$ cat src/rtl/u2g_pkg.sv
// Shared types, constants and glyph tables of the UTF-8 glyph recoder.
`timescale 1ns / 1ps
`default_nettype none

package u2g_pkg;

    // Configuration register indexes
    localparam logic CFG_FORCE_UPPER  = 1'b0;
    localparam logic CFG_DISPLAY_MODE = 1'b1;

    // Display modes; the unused fourth code behaves as graphic
    typedef enum logic [1:0] {
        MODE_GRAPHIC  = 2'd0,
        MODE_CHAR_LCD = 2'd1,
        MODE_TRANSLIT = 2'd2
    } mode_t;

    // Lead bytes
    localparam logic [7:0] LEAD_C3 = 8'hC3;
    localparam logic [7:0] LEAD_C4 = 8'hC4;
    localparam logic [7:0] LEAD_C5 = 8'hC5;
    localparam logic [7:0] LEAD_D0 = 8'hD0;
    localparam logic [7:0] LEAD_D1 = 8'hD1;

    // Cyrillic ranges and offsets
    localparam logic [7:0] YO_TRAIL_D0    = 8'h81;
    localparam logic [7:0] YO_TRAIL_D1    = 8'h91;
    localparam logic [7:0] YO_UPPER_GLYPH = 8'hA8;
    localparam logic [7:0] YO_LOWER_GLYPH = 8'hB8;
    localparam logic [7:0] CYR_D0_LO      = 8'd144;
    localparam logic [7:0] CYR_D0_HI      = 8'd191;
    localparam logic [7:0] CYR_D0_SMALL   = 8'd176;
    localparam logic [7:0] CYR_D1_LO      = 8'd128;
    localparam logic [7:0] CYR_D1_HI      = 8'd143;
    localparam logic [7:0] CYR_D0_SHIFT   = 8'd48;
    localparam logic [7:0] CYR_D1_SHIFT   = 8'd112;
    localparam logic [7:0] CASE_OFFSET    = 8'd32;

    // Control characters remapped on the transliteration LCD
    localparam logic [7:0] CTRL_BELL      = 8'd7;
    localparam logic [7:0] CTRL_TAB       = 8'd9;
    localparam logic [7:0] BELL_GLYPH     = 8'd165;
    localparam logic [7:0] TAB_GLYPH      = 8'd223;
    localparam logic [7:0] TERM_GLYPH     = 8'd0;

    localparam int ACCENT_COUNT = 30;
    localparam int LIST_MAX     = 4;
    localparam int Q_DEPTH      = 4;
    localparam int Q_AW         = 2;

    typedef struct packed {
        logic [15:0] lo_code;
        logic [15:0] up_code;   // zero: no capital form
        logic [7:0]  lo_glyph;
        logic [7:0]  up_glyph;
        logic [7:0]  lo_ascii;
        logic [7:0]  up_ascii;
    } accent_t;

    // Right-aligned text, first letter in the top used byte
    typedef struct packed {
        logic [2:0]  len;
        logic [31:0] text;
    } translit_t;

    // One classified input byte: up to four glyphs and maybe a terminator
    typedef struct packed {
        logic [LIST_MAX-1:0][7:0] glyph;
        logic [2:0]               count;
        logic                     term;
    } q_entry_t;

    localparam accent_t ACCENT_TAB [ACCENT_COUNT] = '{
        '{16'hC485, 16'hC484, 8'h80, 8'h81, "a", "A"},
        '{16'hC487, 16'hC486, 8'h82, 8'h83, "c", "C"},
        '{16'hC499, 16'hC498, 8'h84, 8'h85, "e", "E"},
        '{16'hC582, 16'hC581, 8'h86, 8'h87, "l", "L"},
        '{16'hC584, 16'hC583, 8'h88, 8'h89, "n", "N"},
        '{16'hC3B3, 16'hC393, 8'h8A, 8'h8B, "o", "O"},
        '{16'hC59B, 16'hC59A, 8'h8C, 8'h8D, "s", "S"},
        '{16'hC5BA, 16'hC5B9, 8'h8E, 8'h8F, "z", "Z"},
        '{16'hC5BC, 16'hC5BB, 8'h90, 8'h91, "z", "Z"},
        '{16'hC3A4, 16'hC384, 8'h92, 8'h93, "a", "A"},
        '{16'hC3B6, 16'hC396, 8'h94, 8'h95, "o", "O"},
        '{16'hC3BC, 16'hC39C, 8'h96, 8'h97, "u", "U"},
        '{16'hC39F, 16'h0000, 8'h98, 8'h98, "s", "S"},
        '{16'hC3A9, 16'hC389, 8'h99, 8'h9A, "e", "E"},
        '{16'hC588, 16'hC587, 8'h9B, 8'h9C, "n", "N"},
        '{16'hC595, 16'hC594, 8'h9D, 8'h9E, "r", "R"},
        '{16'hC5A1, 16'hC5A0, 8'h9F, 8'hA0, "s", "S"},
        '{16'hC5A5, 16'hC5A4, 8'hA1, 8'hA2, "t", "T"},
        '{16'hC5BE, 16'hC5BD, 8'hA3, 8'hA4, "z", "Z"},
        '{16'hC5AF, 16'hC5AE, 8'hA5, 8'hA6, "u", "U"},
        '{16'hC48D, 16'hC48C, 8'hA7, 8'hA9, "c", "C"},
        '{16'hC48F, 16'hC48E, 8'hAA, 8'hAB, "d", "D"},
        '{16'hC4BA, 16'hC4B9, 8'hAC, 8'hAD, "l", "L"},
        '{16'hC4BE, 16'hC4BD, 8'hAE, 8'hAF, "l", "L"},
        '{16'hC3A1, 16'hC381, 8'hB0, 8'hB1, "a", "A"},
        '{16'hC3AD, 16'hC38D, 8'hB2, 8'hB3, "i", "I"},
        '{16'hC3B4, 16'hC394, 8'hB4, 8'hB5, "o", "O"},
        '{16'hC3BA, 16'hC39A, 8'hB6, 8'hB7, "u", "U"},
        '{16'hC3BD, 16'hC39D, 8'hB9, 8'hBA, "y", "Y"},
        '{16'hC3A5, 16'hC385, 8'hBB, 8'hBC, "a", "A"}
    };

    // Character LCD ROM codes of capitals U+0410..U+042F
    localparam logic [7:0] ROM_CYR [32] = '{
        8'h41, 8'hA0, 8'h42, 8'hA1, 8'hE0, 8'h45, 8'hA3, 8'hA4,
        8'hA5, 8'hA6, 8'h4B, 8'hA7, 8'h4D, 8'h48, 8'h4F, 8'hA8,
        8'h50, 8'h43, 8'h54, 8'hA9, 8'hAA, 8'h58, 8'hE1, 8'hAB,
        8'hAC, 8'hE2, 8'hAD, 8'hAE, 8'h62, 8'hAF, 8'hB0, 8'hB1
    };

    localparam translit_t TRANSLIT_YO = '{3'd2, "YO"};

    localparam translit_t TRANSLIT [32] = '{
        '{3'd1, "A"},    '{3'd1, "B"},  '{3'd1, "V"},  '{3'd1, "G"},
        '{3'd1, "D"},    '{3'd1, "E"},  '{3'd2, "ZH"}, '{3'd1, "Z"},
        '{3'd1, "I"},    '{3'd1, "Y"},  '{3'd1, "K"},  '{3'd1, "L"},
        '{3'd1, "M"},    '{3'd1, "N"},  '{3'd1, "O"},  '{3'd1, "P"},
        '{3'd1, "R"},    '{3'd1, "S"},  '{3'd1, "T"},  '{3'd1, "U"},
        '{3'd1, "F"},    '{3'd1, "H"},  '{3'd2, "TS"}, '{3'd2, "CH"},
        '{3'd2, "SH"},   '{3'd4, "SHCH"}, '{3'd1, "'"}, '{3'd2, "YU"},
        '{3'd1, "'"},    '{3'd1, "E"},  '{3'd2, "YU"}, '{3'd2, "YA"}
    };

endpackage

`default_nettype wire

$ cat src/rtl/u2g_front.sv
// Front end: configuration, lead tracking, classification and glyph capping.
`timescale 1ns / 1ps
`default_nettype none

module u2g_front #(
    parameter int OUT_CAPACITY = 64
) (
    input  wire logic              clk,
    input  wire logic              rst_n,
    input  wire logic              cfg_we,
    input  wire logic              cfg_index,
    input  wire logic [1:0]        cfg_data,
    input  wire logic              in_accept,
    input  wire logic [7:0]        in_byte,
    input  wire logic              end_of_input,
    output logic                   q_wr,
    output u2g_pkg::q_entry_t      q_wr_data
);

    localparam int CW = (OUT_CAPACITY > 2) ? $clog2(OUT_CAPACITY) : 1;
    localparam int RW = CW + 3;
    localparam logic [CW-1:0] CNT_LIMIT = CW'(OUT_CAPACITY - 1);

    typedef struct packed {
        logic [u2g_pkg::LIST_MAX-1:0][7:0] glyph;
        logic [2:0]                        len;
    } glyph_list_t;

    typedef struct packed {
        logic       hit;
        logic [7:0] glyph;
    } accent_hit_t;

    logic               force_upper_reg;
    logic [1:0]         display_mode_reg;
    logic [7:0]         pend_reg;
    logic [7:0]         pend_next;
    logic [CW-1:0]      cnt_reg;
    logic [CW-1:0]      cnt_next;
    logic [CW-1:0]      room;
    logic               room_ge2;
    logic               is_full;
    u2g_pkg::mode_t     mode;
    glyph_list_t        lst;
    accent_hit_t        acc;
    logic [2:0]         emit_n;

    function automatic logic [7:0] up_case(input logic [7:0] c);
        return (c >= "a" && c <= "z") ? c - u2g_pkg::CASE_OFFSET : c;
    endfunction

    function automatic logic [7:0] plain_glyph(input logic [7:0] c,
                                               input u2g_pkg::mode_t m,
                                               input logic fu);
        logic [7:0] ch;
        if (m == u2g_pkg::MODE_TRANSLIT)
        begin
            ch = up_case(c);
            if (ch == u2g_pkg::CTRL_BELL)
                ch = u2g_pkg::BELL_GLYPH;
            else if (ch == u2g_pkg::CTRL_TAB)
                ch = u2g_pkg::TAB_GLYPH;
        end
        else
        begin
            ch = fu ? up_case(c) : c;
        end
        return ch;
    endfunction

    function automatic logic is_lead(input logic [7:0] c);
        return c == u2g_pkg::LEAD_C3 || c == u2g_pkg::LEAD_C4 || c == u2g_pkg::LEAD_C5
            || c == u2g_pkg::LEAD_D0 || c == u2g_pkg::LEAD_D1;
    endfunction

    function automatic glyph_list_t one_glyph(input logic [7:0] g);
        glyph_list_t r;
        r          = '0;
        r.glyph[0] = g;
        r.len      = 3'd1;
        return r;
    endfunction

    function automatic glyph_list_t text_list(input u2g_pkg::translit_t t);
        glyph_list_t r;
        logic [1:0]  pos;
        r     = '0;
        r.len = t.len;
        for (int k = 0; k < u2g_pkg::LIST_MAX; k++)
        begin
            pos = 2'(t.len - 3'(k) - 3'd1);
            if (3'(k) < t.len)
                r.glyph[k] = t.text[{pos, 3'b000} +: 8];
        end
        return r;
    endfunction

    function automatic accent_hit_t accent_match(input logic [7:0] lead,
                                                 input logic [7:0] trail,
                                                 input u2g_pkg::mode_t m,
                                                 input logic fu);
        accent_hit_t r;
        logic        lo;
        logic        up;
        logic        cap;
        r = '0;
        for (int k = 0; k < u2g_pkg::ACCENT_COUNT; k++)
        begin
            lo  = {lead, trail} == u2g_pkg::ACCENT_TAB[k].lo_code;
            up  = u2g_pkg::ACCENT_TAB[k].up_code != 16'h0000
                  && {lead, trail} == u2g_pkg::ACCENT_TAB[k].up_code;
            cap = fu || up;
            if (!r.hit && (lo || up))
            begin
                r.hit = 1'b1;
                if (m == u2g_pkg::MODE_GRAPHIC)
                    r.glyph = cap ? u2g_pkg::ACCENT_TAB[k].up_glyph
                                  : u2g_pkg::ACCENT_TAB[k].lo_glyph;
                else
                    r.glyph = cap ? u2g_pkg::ACCENT_TAB[k].up_ascii
                                  : u2g_pkg::ACCENT_TAB[k].lo_ascii;
            end
        end
        return r;
    endfunction

    function automatic glyph_list_t cyr_list(input logic [7:0] lead,
                                             input logic [7:0] n,
                                             input u2g_pkg::mode_t m,
                                             input logic fu);
        glyph_list_t r;
        logic [7:0]  ch;
        logic [4:0]  idx;
        logic        use_idx;
        r       = '0;
        ch      = '0;
        idx     = '0;
        use_idx = 1'b0;
        if ((lead == u2g_pkg::LEAD_D0 && n == u2g_pkg::YO_TRAIL_D0)
            || (lead == u2g_pkg::LEAD_D1 && n == u2g_pkg::YO_TRAIL_D1))
        begin
            if (m == u2g_pkg::MODE_TRANSLIT)
                r = text_list(u2g_pkg::TRANSLIT_YO);
            else
                r = one_glyph(fu ? u2g_pkg::YO_UPPER_GLYPH : u2g_pkg::YO_LOWER_GLYPH);
        end
        else if (lead == u2g_pkg::LEAD_D0 && n >= u2g_pkg::CYR_D0_LO
                 && n <= u2g_pkg::CYR_D0_HI)
        begin
            if (m == u2g_pkg::MODE_GRAPHIC)
            begin
                ch = n + u2g_pkg::CYR_D0_SHIFT;
                if (n >= u2g_pkg::CYR_D0_SMALL && fu)
                    ch = ch - u2g_pkg::CASE_OFFSET;
                r = one_glyph(ch);
            end
            else
            begin
                use_idx = 1'b1;
                idx = (n >= u2g_pkg::CYR_D0_SMALL) ? 5'(n - u2g_pkg::CYR_D0_SMALL)
                                                   : 5'(n - u2g_pkg::CYR_D0_LO);
            end
        end
        else if (lead == u2g_pkg::LEAD_D1 && n >= u2g_pkg::CYR_D1_LO
                 && n <= u2g_pkg::CYR_D1_HI)
        begin
            if (m == u2g_pkg::MODE_GRAPHIC)
            begin
                ch = n + u2g_pkg::CYR_D1_SHIFT;
                if (fu)
                    ch = ch - u2g_pkg::CASE_OFFSET;
                r = one_glyph(ch);
            end
            else
            begin
                use_idx = 1'b1;
                idx     = {1'b1, n[3:0]};
            end
        end
        if (use_idx)
        begin
            if (m == u2g_pkg::MODE_CHAR_LCD)
                r = one_glyph(u2g_pkg::ROM_CYR[idx]);
            else
                r = text_list(u2g_pkg::TRANSLIT[idx]);
        end
        return r;
    endfunction

    // Fold the unused mode code onto graphic
    always_comb
    begin
        unique case (display_mode_reg)
            u2g_pkg::MODE_CHAR_LCD: mode = u2g_pkg::MODE_CHAR_LCD;
            u2g_pkg::MODE_TRANSLIT: mode = u2g_pkg::MODE_TRANSLIT;
            default:                mode = u2g_pkg::MODE_GRAPHIC;
        endcase
    end

    assign room     = CNT_LIMIT - cnt_reg;
    assign is_full  = room == '0;
    assign room_ge2 = RW'(room) >= RW'(2);
    assign acc      = accent_match(pend_reg, in_byte, mode, force_upper_reg);

    // Classify the byte against the held lead
    always_comb
    begin
        lst       = '0;
        pend_next = pend_reg;
        if (in_byte != 8'h00)
        begin
            if (is_full)
            begin
                pend_next = 8'h00;
            end
            else if (pend_reg != 8'h00)
            begin
                pend_next = 8'h00;
                if (pend_reg == u2g_pkg::LEAD_D0 || pend_reg == u2g_pkg::LEAD_D1)
                begin
                    lst = cyr_list(pend_reg, in_byte, mode, force_upper_reg);
                end
                else if (acc.hit)
                begin
                    lst = one_glyph(acc.glyph);
                end
                else
                begin
                    // unmatched Latin pair: drop the lead out as a plain byte
                    lst = one_glyph(plain_glyph(pend_reg, mode, force_upper_reg));
                    if (room_ge2)
                    begin
                        if (is_lead(in_byte) && !end_of_input)
                        begin
                            pend_next = in_byte;
                        end
                        else
                        begin
                            lst.glyph[1] = plain_glyph(in_byte, mode, force_upper_reg);
                            lst.len      = 3'd2;
                        end
                    end
                end
            end
            else if (is_lead(in_byte) && !end_of_input)
            begin
                pend_next = in_byte;
            end
            else
            begin
                lst = one_glyph(plain_glyph(in_byte, mode, force_upper_reg));
            end
        end
        if (end_of_input)
            pend_next = 8'h00;
    end

    // Cap the glyph count at what the buffer still holds
    always_comb
    begin
        emit_n = (RW'(room) < RW'(lst.len)) ? 3'(room) : lst.len;
        cnt_next = end_of_input ? '0 : cnt_reg + CW'(emit_n);
    end

    always_comb
    begin
        q_wr_data.glyph = lst.glyph;
        q_wr_data.count = emit_n;
        q_wr_data.term  = end_of_input;
        q_wr            = in_accept && (emit_n != 3'd0 || end_of_input);
    end

    always_ff @(posedge clk or negedge rst_n)
    begin
        if (!rst_n)
        begin
            force_upper_reg  <= 1'b0;
            display_mode_reg <= 2'd0;
            pend_reg         <= 8'h00;
            cnt_reg          <= '0;
        end
        else
        begin
            if (cfg_we)
            begin
                unique case (cfg_index)
                    u2g_pkg::CFG_FORCE_UPPER:  force_upper_reg  <= cfg_data[0];
                    u2g_pkg::CFG_DISPLAY_MODE: display_mode_reg <= cfg_data;
                    default:                   force_upper_reg  <= force_upper_reg;
                endcase
            end
            if (in_accept)
            begin
                pend_reg <= pend_next;
                cnt_reg  <= cnt_next;
            end
        end
    end

endmodule

`default_nettype wire

$ cat src/rtl/u2g_queue.sv
// Short job queue between the front end and the glyph serializer.
`timescale 1ns / 1ps
`default_nettype none

module u2g_queue (
    input  wire logic              clk,
    input  wire logic              rst_n,
    input  wire logic              wr_en,
    input  wire u2g_pkg::q_entry_t wr_data,
    output logic                   full,
    input  wire logic              rd_en,
    output logic                   rd_valid,
    output u2g_pkg::q_entry_t      rd_data
);

    u2g_pkg::q_entry_t         slot_reg [u2g_pkg::Q_DEPTH];
    logic [u2g_pkg::Q_AW-1:0]  wr_ptr_reg;
    logic [u2g_pkg::Q_AW-1:0]  rd_ptr_reg;
    logic [u2g_pkg::Q_AW:0]    count_reg;
    logic [u2g_pkg::Q_AW:0]    count_next;
    logic                      wr_fire;
    logic                      rd_fire;

    assign full     = count_reg == (u2g_pkg::Q_AW + 1)'(u2g_pkg::Q_DEPTH);
    assign rd_valid = count_reg != '0;
    assign rd_data  = slot_reg[rd_ptr_reg];
    assign wr_fire  = wr_en && !full;
    assign rd_fire  = rd_en && rd_valid;

    always_comb
    begin
        count_next = count_reg;
        if (wr_fire && !rd_fire)
            count_next = count_reg + 1'b1;
        else if (!wr_fire && rd_fire)
            count_next = count_reg - 1'b1;
    end

    always_ff @(posedge clk or negedge rst_n)
    begin
        if (!rst_n)
        begin
            wr_ptr_reg <= '0;
            rd_ptr_reg <= '0;
            count_reg  <= '0;
        end
        else
        begin
            if (wr_fire)
                wr_ptr_reg <= wr_ptr_reg + 1'b1;
            if (rd_fire)
                rd_ptr_reg <= rd_ptr_reg + 1'b1;
            count_reg <= count_next;
        end
    end

    always_ff @(posedge clk)
    begin
        if (wr_fire)
            slot_reg[wr_ptr_reg] <= wr_data;
    end

endmodule

`default_nettype wire

$ cat src/rtl/u2g_back.sv
// Back end: walks each queued job one glyph a beat into the output register.
`timescale 1ns / 1ps
`default_nettype none

module u2g_back (
    input  wire logic              clk,
    input  wire logic              rst_n,
    input  wire logic              q_valid,
    input  wire u2g_pkg::q_entry_t q_entry,
    output logic                   q_pop,
    output logic                   empty,
    input  wire logic              pop,
    output logic [7:0]             glyph_code,
    output logic                   end_of_output
);

    logic [2:0] idx_reg;
    logic [2:0] idx_next;
    logic       out_valid_reg;
    logic       out_valid_next;
    logic [7:0] out_glyph_reg;
    logic       out_eoo_reg;
    logic       at_term;
    logic       last_beat;
    logic       load;
    logic [7:0] beat_glyph;

    // A job ends with its terminator if it carries one, else with its last glyph
    assign at_term    = idx_reg == q_entry.count;
    assign last_beat  = at_term || (!q_entry.term && idx_reg == q_entry.count - 3'd1);
    assign beat_glyph = at_term ? u2g_pkg::TERM_GLYPH : q_entry.glyph[idx_reg[1:0]];
    assign load       = q_valid && (!out_valid_reg || pop);
    assign q_pop      = load && last_beat;

    always_comb
    begin
        idx_next       = idx_reg;
        out_valid_next = out_valid_reg;
        if (load)
        begin
            idx_next       = last_beat ? 3'd0 : idx_reg + 3'd1;
            out_valid_next = 1'b1;
        end
        else if (pop)
        begin
            out_valid_next = 1'b0;
        end
    end

    always_ff @(posedge clk or negedge rst_n)
    begin
        if (!rst_n)
        begin
            idx_reg       <= 3'd0;
            out_valid_reg <= 1'b0;
        end
        else
        begin
            idx_reg       <= idx_next;
            out_valid_reg <= out_valid_next;
        end
    end

    always_ff @(posedge clk)
    begin
        if (load)
        begin
            out_glyph_reg <= beat_glyph;
            out_eoo_reg   <= at_term;
        end
    end

    assign empty         = !out_valid_reg;
    assign glyph_code    = out_glyph_reg;
    assign end_of_output = out_eoo_reg;

endmodule

`default_nettype wire

$ cat src/rtl/utf8_to_display_glyph_recoder_unit.sv
// Top level of the UTF-8 to display glyph recoder.
//
//  channel   | signals                                   | beat
//  ----------+-------------------------------------------+------------------------------
//  input     | push, full, in_byte, end_of_input         | push & !full: one string byte
//  result    | empty, pop, glyph_code, end_of_output     | pop & !empty: one glyph/term
//  config    | cfg_valid, cfg_ready, cfg_index, cfg_data | valid & ready: one reg write
//
// An input byte is classified in the cycle it is accepted and lands in a
// four-entry job queue; the serializer emits one result beat per cycle while
// results are popped. A byte that yields one glyph sustains one byte per cycle
// while pop keeps up; a transliteration of k letters plus an optional terminator
// leaves as k letter beats and a terminator beat, and full rises once the queue holds four jobs.
// Reset (rst_n low, asynchronous) clears config, held lead, glyph count,
// queue and output valid flag; no clearing pass is needed.
// A stalled result holds on the ports; the front keeps taking bytes meanwhile
// until the job queue fills.
`timescale 1ns / 1ps
`default_nettype none

module utf8_to_display_glyph_recoder_unit #(
    parameter int OUT_CAPACITY = 64
) (
    input  wire logic       clk,
    input  wire logic       rst_n,
    // string bytes in
    input  wire logic       push,
    output logic            full,
    input  wire logic [7:0] in_byte,
    input  wire logic       end_of_input,
    // glyph beats out
    output logic            empty,
    input  wire logic       pop,
    output logic [7:0]      glyph_code,
    output logic            end_of_output,
    // register writes
    input  wire logic       cfg_valid,
    output logic            cfg_ready,
    input  wire logic       cfg_index,
    input  wire logic [1:0] cfg_data
);

    logic              in_accept;
    logic              q_wr;
    u2g_pkg::q_entry_t q_wr_data;
    logic              q_valid;
    logic              q_pop;
    u2g_pkg::q_entry_t q_entry;

    // Register writes are always accepted
    assign cfg_ready = 1'b1;
    assign in_accept = push && !full;

    // Front: hold leads, look up tables, cap at the buffer limit
    u2g_front #(
        .OUT_CAPACITY (OUT_CAPACITY)
    ) u_front (
        .clk          (clk),
        .rst_n        (rst_n),
        .cfg_we       (cfg_valid && cfg_ready),
        .cfg_index    (cfg_index),
        .cfg_data     (cfg_data),
        .in_accept    (in_accept),
        .in_byte      (in_byte),
        .end_of_input (end_of_input),
        .q_wr         (q_wr),
        .q_wr_data    (q_wr_data)
    );

    // Decouple classification from serialization
    u2g_queue u_queue (
        .clk      (clk),
        .rst_n    (rst_n),
        .wr_en    (q_wr),
        .wr_data  (q_wr_data),
        .full     (full),
        .rd_en    (q_pop),
        .rd_valid (q_valid),
        .rd_data  (q_entry)
    );

    // Back: one glyph or terminator per beat into the output register
    u2g_back u_back (
        .clk           (clk),
        .rst_n         (rst_n),
        .q_valid       (q_valid),
        .q_entry       (q_entry),
        .q_pop         (q_pop),
        .empty         (empty),
        .pop           (pop),
        .glyph_code    (glyph_code),
        .end_of_output (end_of_output)
    );

endmodule

`default_nettype wire

$ cat config.mk
export PLATFORM = sky130hd
export DESIGN_NAME = utf8_to_display_glyph_recoder_unit
export DESIGN_NICKNAME = d
export VERILOG_FILES = /design/src/rtl/u2g_pkg.sv /design/src/rtl/u2g_front.sv /design/src/rtl/u2g_queue.sv /design/src/rtl/u2g_back.sv /design/src/rtl/utf8_to_display_glyph_recoder_unit.sv
export SDC_FILE = /design/constraint.sdc
export NUM_CORES = 1
export LEC_CHECK = 0
export ABC_AREA = 1
export BUFFER_PORTS_ARGS = -buffer_cell sky130_fd_sc_hd__clkbuf_2
export CAP_MARGIN = 20
export CORE_UTILIZATION = 60
export CTS_CLUSTER_DIAMETER = 40
export DETAILED_ROUTE_END_ITERATION = 10
export GPL_TIMING_DRIVEN = 0
export PLACE_DENSITY = 0.77
export SLEW_MARGIN = 10
export SYNTH_ARGS = -nofsm -noshare
export SYNTH_HDL_FRONTEND = slang
export SYNTH_SLANG_ARGS = --single-unit
$ cat constraint.sdc
create_clock -name clk -period 6.75 [get_ports clk]
set_clock_uncertainty 0.1 [all_clocks]
set_input_delay 1.35 -clock clk [delete_from_list [all_inputs] [get_ports clk]]
set_output_delay 1.35 -clock clk [all_outputs]
set_load 0.03 [all_outputs]
# After elaboration in Yosys (flattened, before gate mapping)
# Memories as Yosys holds them, arrays and structs flattened.
# Cells that the tools add are included.
# word_totals
regBits,37
latchBits,0
mem_bits_rw,144
romBits,1376
inputBits,17
out_inout_bits,12
n_memories,3
# classes
addsub,22
n_mul,0
div,0
magnitude_cmp,17
eq_ne,79
shift,4
n_mux,197
bitwise,2
n_reduce_logical,163
# mem_list
memory,depth,width,read_ports,rd_ports_with_merged_regs,write_ports,line_no,rtl
(name not given),32,35,1,0,0,u2g_front.sv:185,r = text_list(u2g_pkg::TRANSLIT[idx]);
(name not given),32,8,1,0,0,u2g_front.sv:183,r = one_glyph(u2g_pkg::ROM_CYR[idx]);
u_queue.slot_reg,4,36,1,0,1,u2g_queue.sv:16,u2g_pkg::q_entry_t slot_reg [u2g_pkg::Q_DEPTH];
# ops
cell,n
$eq A16 B16 Y1 const B,59
$mux W8,60
$mux W35,11
$mux W9,30
$mux W6,32
$shiftx A32 B6 Y8,4
$eq A8 B8 Y1 const B,9
$logic_or A1 B1 Y1,67
$mux W5,11
$logic_and A1 B1 Y1,48
$logic_not A1 Y1,35
$mux W11,3
$sub A8 B6 Y8 const B,4
$mux W1,31
$ge A8 B8 Y1 const B,3
$mux W3,8
$mux W19,1
$mux W18,1
$bmux W8 S2,1
$eq A8 B3 Y1 const B,2
$eq A8 B4 Y1 const B,2
$ge A8 B7 Y1 const B,2
$le A8 B7 Y1 const B,2
$le A8 B8 Y1 const B,2
other kinds (33),56

# Longest topological paths before layout
# logic_depth
word_depth,107
mapped_depth,45
ltp_nobuf,44

# Modules after synthesis
# A second synthesis with hierarchy kept.
# hier_totals
hier_cells,1785
area_unflattened_um2,13665.6
# modules_own_cells
mod,n_inst,cells_each,area_each_um2,seq_area_each_um2
u2g_queue,1,479,6401.1,4499.3
u2g_front,1,1177,6317.3,425.4
u2g_back,1,125,925.9,370.4
utf8_to_display_glyph_recoder_unit,1,4,21.3,0.0

# Worst setup path after synthesis
# Ideal clock, no wire load.
# synth_timing
path_type,input to register
from,in in_byte[5]
to,mem u_queue.slot_reg[0][0] (netlist bit) (enable)
setup_ns,0.398
t_arrival_ns,6.723
slack_ns,-0.471
stages,33
path_cell_list,inv_1 -> ha_1 -> inv_1 -> nor2_2 -> a21oi_2 -> nor4_2 -> nor2_1 -> nor2_1 -> inv_2 -> nor2_4 -> inv_2 -> buf_1 -> nor2_1 -> inv_1 -> ha_1 -> nand2_1 -> nand2_1 -> a21oi_2 -> inv_2 -> nor2_1 -> nor2_1 -> o21ai_2 -> nand2_2 -> ha_1 -> nand2_1 -> nand2_1 -> nand2_2 -> nand3_1 -> nand2_1 -> nor2_4 -> nand2_4 -> nand2_4 -> nor2_2
# synth_rtl
item,line_no,rtl
start: declaration,utf8_to_display_glyph_recoder_unit.sv:29,"input wire logic [7:0] in_byte,"
end: declaration,u2g_queue.sv:16,

==> summary.md <==
| Metric | Value |
|---|---|
| Status | complete, no violations |
| Portion of total power attributed to sequential cells | 34.9% |
| Depth of the worst register-to-register path | 34 |
| CP Capture Point | u_queue.count_reg[2] |
| Initial standard-cell utilization of the core | 61.1% |
| Fraction of power consumed by the clock network | 17.7% |
| Number of input and output port buffers inserted | 23 |
| Detailed Routing Iterations Pass 1 | 8 |
| Largest family of logic cells by synthesized area | simple AND/OR/NAND/NOR gates |
| Wire length of the first global-routing pass | 60100 um |
| Part of the total power dissipated in combinational logic | 47.4% |
| Timing startpoint of the critical path | in_byte[5] |
| Mux contribution to synthesized area | 0.0810% |
| H-Tree Level Count | 4 |
| Wire length after detailed routing | 38700 um |
| Shortest clock period the worst path allows after layout | 6.59 ns |
| Post-synthesis adder-cell area fraction | 4.37% |
| Number of unique standard cell types used by synthesis | 62 |
| Internal portion of total power | 2920 uW |
| # DRC | 0 |
| Leak Pwr | 0.00561 uW |
| Chip Height | 146 um |
| CTS Root Buffer Type | clkbuf_16 |
| Pwr dens | 368 mW/mm2 |
| Core area | 0.0202 mm2 |
| Utilization of the core after routing | 69.8% |
| GRT overflow | 0 |
| Later-pin clock latency in the skew report | 0.43 ns |
| Netlist area before placement | 0.0124 mm2 |
| Post-layout net count | 1758 |
| Worst path slowest cell | fa_2 |
| DPL Wire Length | 27400 um |
| Top cells by area, synth | edfxtp_1 35%, nor2_1 8.0%, nand2_1 7.3% |
| Largest fanout on the critical path | 10 |
| Count of antenna-violating nets left after detailed routing | 0 |
| #FFs+latches synth | 173 |
| Sequential element share of the synthesized area | 40.9% |
| Data arrival time at the worst-slack endpoint | 6.80 ns |
| Commonest cells in the netlist | 263 x nor2_1, 239 x nand2_1, 200 x inv_1 |
| Total clock buffers created by CTS | 17 |
| Worst slew margin relative to its limit | 40.1% |
| Launching point of the worst reg2reg path | u_front.pend_reg[3] |
| Power Total | 5200 uW |
| R2R setup slack | 0.55 ns |
| Ratio of final minimum period to clock period | 97.6% |
| Vias per Instance | 6.15 |
| TritonCTS clock tree | done |
| Row count | 52 |
| Reported max-cap violation count | 0 |
| Switching share of total power | 43.7% |
| Total global-route track usage | 36.6% |
| Largest stage delay on the critical path | 0.37 ns |
| # IOs | 29 |
| Total via count after detailed routing | 12200 |
| Primary FF master, synth | edfxtp_1 |
| Number of antenna violations at the first check in global routing | 0 |
| Terminus of the critical flop-to-flop path | u_queue.count_reg[2] |
| Worst IR drop on VDD | 0.220 mV |
| Simple logic cell fraction of the synthesized area | 25.3% |
| Yosys warns | 0 |
| Finish-stage setup viols | 0 |
| Max FFs per register | 136 |
| Number of antenna cells inserted | 0 |
| Fraction of final layout cells with drive strength greater than 1 | 13.6% |
| Final cell count without fillers | 1982 |
| Required time worst endpoint | 6.97 ns |
| Area of the die | 0.0212 mm2 |
| Portion of synthesized cell area occupied by the leading cell type | 35.2% |
| Post-Syn Area per Cell | 7.66 um2 |
| Critical Path Source Type | input pin |
| Iteration-0 DRC count of the detailed router | 1245 |
| Cell with the most instances after synthesis | nor2_1 |
| Number of clock sinks | 173 |
| Transition at the pin with the smallest max-transition slack | 0.888 ns |
| Worst-path clk slew | 0.06 ns |
| XOR/XNOR Fraction of Synth Area | 1.28% |
| Type of the worst setup path | input pin to flop |
| Number of enable flip-flop cells after synthesis | 145 |
| Min-Delay Path Class | flop to flop |
| Synth async-reset ratio | 16.2% |
| Cells after Synth | 1613 |
| Area overhead of the layout relative to synthesis | 14.3% |
| Via count of the first global-routing pass | 11500 |
| Top cell type by total area after synthesis | edfxtp_1 |
| Timing-limited maximum frequency | 0.152 GHz |
| Floorplan die width | 146 um |
| Final critical-path setup slack | 0.162 ns |
| Endpoint class of the critical path | flop |
| Number of cells in the design after placement | 1910 |
| Wire length per cell after detailed routing | 19.5 um |
| Clock Path Buffers | 2 |
| Largest net degree at the start of global routing | 29 |
| Reported net switching power | 2270 uW |
| Final hold viol count | 0 |
| Complex-gate fraction of the synthesized area | 19.2% |
| Pre-CTS setup slack | -1.46 ns |
| Number of pins with negative max-slew slack in the final report | 0 |
| FILL cells | 1638 |
| Gpl congestion | 1.01 |
| Placed Area | 0.0129 mm2 |
| Final design area excluding fillers | 0.0141 mm2 |
[cell type report]
cell class	instances	area (um2)	share of cell area (%)
plain buffers	53	236	1.67
clock buffers	19	443	3.13
well taps	270	338	2.39
clock inverters	13	116	0.823
inverters	229	887	6.28
repair buffers	60	434	3.07
multi-input cells	1165	6620	46.9
flip-flops and latches	173	5050	35.8
[layer usage]
metal	vias up	share of wire [%]	routed length, um	GRT usage (%)
met5	-	0	0	0
met3	145	7.9	3070	5.89
met4	0	4.7	1830	17.7
met2	675	48	18500	61.3
met1	5658	40	15400	46.2
li1	5710	-	-	-
[timing repair]
| item | CTS | global route |
|---|---|---|
| buffers inserted | 19 | 17 |
| hold buffers | 0 | 0 |
| pin swaps | 18 | 36 |
| setup endpoints to repair | 147 | 144 |
| cloned | 4 | 0 |
| gates resized for setup | 23 | 70 |
[kinds of logic (layout without fill, tap and decap cells)]
family,after synthesis,in the layout
xor gates and xnor gates,18,18
muxes,1,1
AOI/OAI and AO/OA,399,399
adders and majority gates,42,42
buffers and inverters,282,374
other,2,5
DFF,173,173
and+or+nand+nor,696,700
[cells in the final DEF (no fill, tap or decap), drive strengths merged, types with 2 or more instances in the layout]
master | synthesis | final
a211oi | 12 | 12
a21oi | 89 | 89
a311oi | 4 | 4
a31oi | 14 | 14
a32o | 3 | 3
buf | 14 | 53
clkbuf | 39 | 79
clkinv | 6 | 15
clkinvlp | 0 | 5
conb | 2 | 5
dfrtp | 28 | 28
edfxtp | 145 | 145
fa | 2 | 2
ha | 40 | 40
inv | 223 | 221
nand2 | 254 | 254
nand3 | 73 | 73
nand4 | 27 | 27
nor2 | 289 | 293
nor3 | 37 | 37
nor4 | 9 | 9
o2111ai | 7 | 7
o211ai | 15 | 15
o21a | 5 | 5
o21ai | 173 | 173
o21bai | 3 | 3
o221ai | 18 | 18
o22ai | 24 | 24
o311ai | 9 | 9
o31ai | 11 | 11
o41ai | 3 | 3
or2 | 6 | 6
xnor2 | 4 | 4
xor2 | 14 | 14
[power groups by stage]
stage	clock (uW)	sequential, uW	combinational, uW
2_1_floorplan	0	1850	1470
3_3_place_gp	0	1820	2130
3_5_place_dp	0	1820	2180
4_1_cts	921	1810	2290
5_1_grt	966	1840	2690
6_report	922	1810	2460
[worst min path at each step]
| stage | cells past startpoint | startpoint | endpoint | slack (ns) |
|---|---|---|---|---|
| final | 2 | u_front.cnt_reg[1] | u_front.cnt_reg[1] | 0.43 |
| after global routing | 2 | u_front.cnt_reg[1] | u_front.cnt_reg[1] | 0.46 |
| after CTS | 2 | u_front.cnt_reg[1] | u_front.cnt_reg[1] | 0.42 |
| after detailed placement | 2 | u_front.cnt_reg[1] | u_front.cnt_reg[1] | 0.41 |
| after global placement | 2 | u_front.cnt_reg[1] | u_front.cnt_reg[1] | 0.40 |
| after floorplan | 2 | u_front.cnt_reg[1] | u_front.cnt_reg[1] | 0.38 |
[stage by stage]
stage	hold slack (ns)	setup TNS (ns)
after CTS	0.424	0
final	0.433	0
after global routing	0.460	-7.34
after global placement	0.404	-207.50
after floorplan	0.377	0
after detailed placement	0.410	-215.69
[worst max-delay path: cells and delay by family]
| family | cells | cell delay (ns) |
|---|---|---|
| compound gates | 2 | 0.23 |
| xor+xnor | 1 | 0.14 |
| buf+inv | 11 | 1.05 |
| simple gates | 17 | 2.69 |
| fa+ha+maj | 5 | 1.31 |
Note: power is estimated with default switching activity, not from simulation.
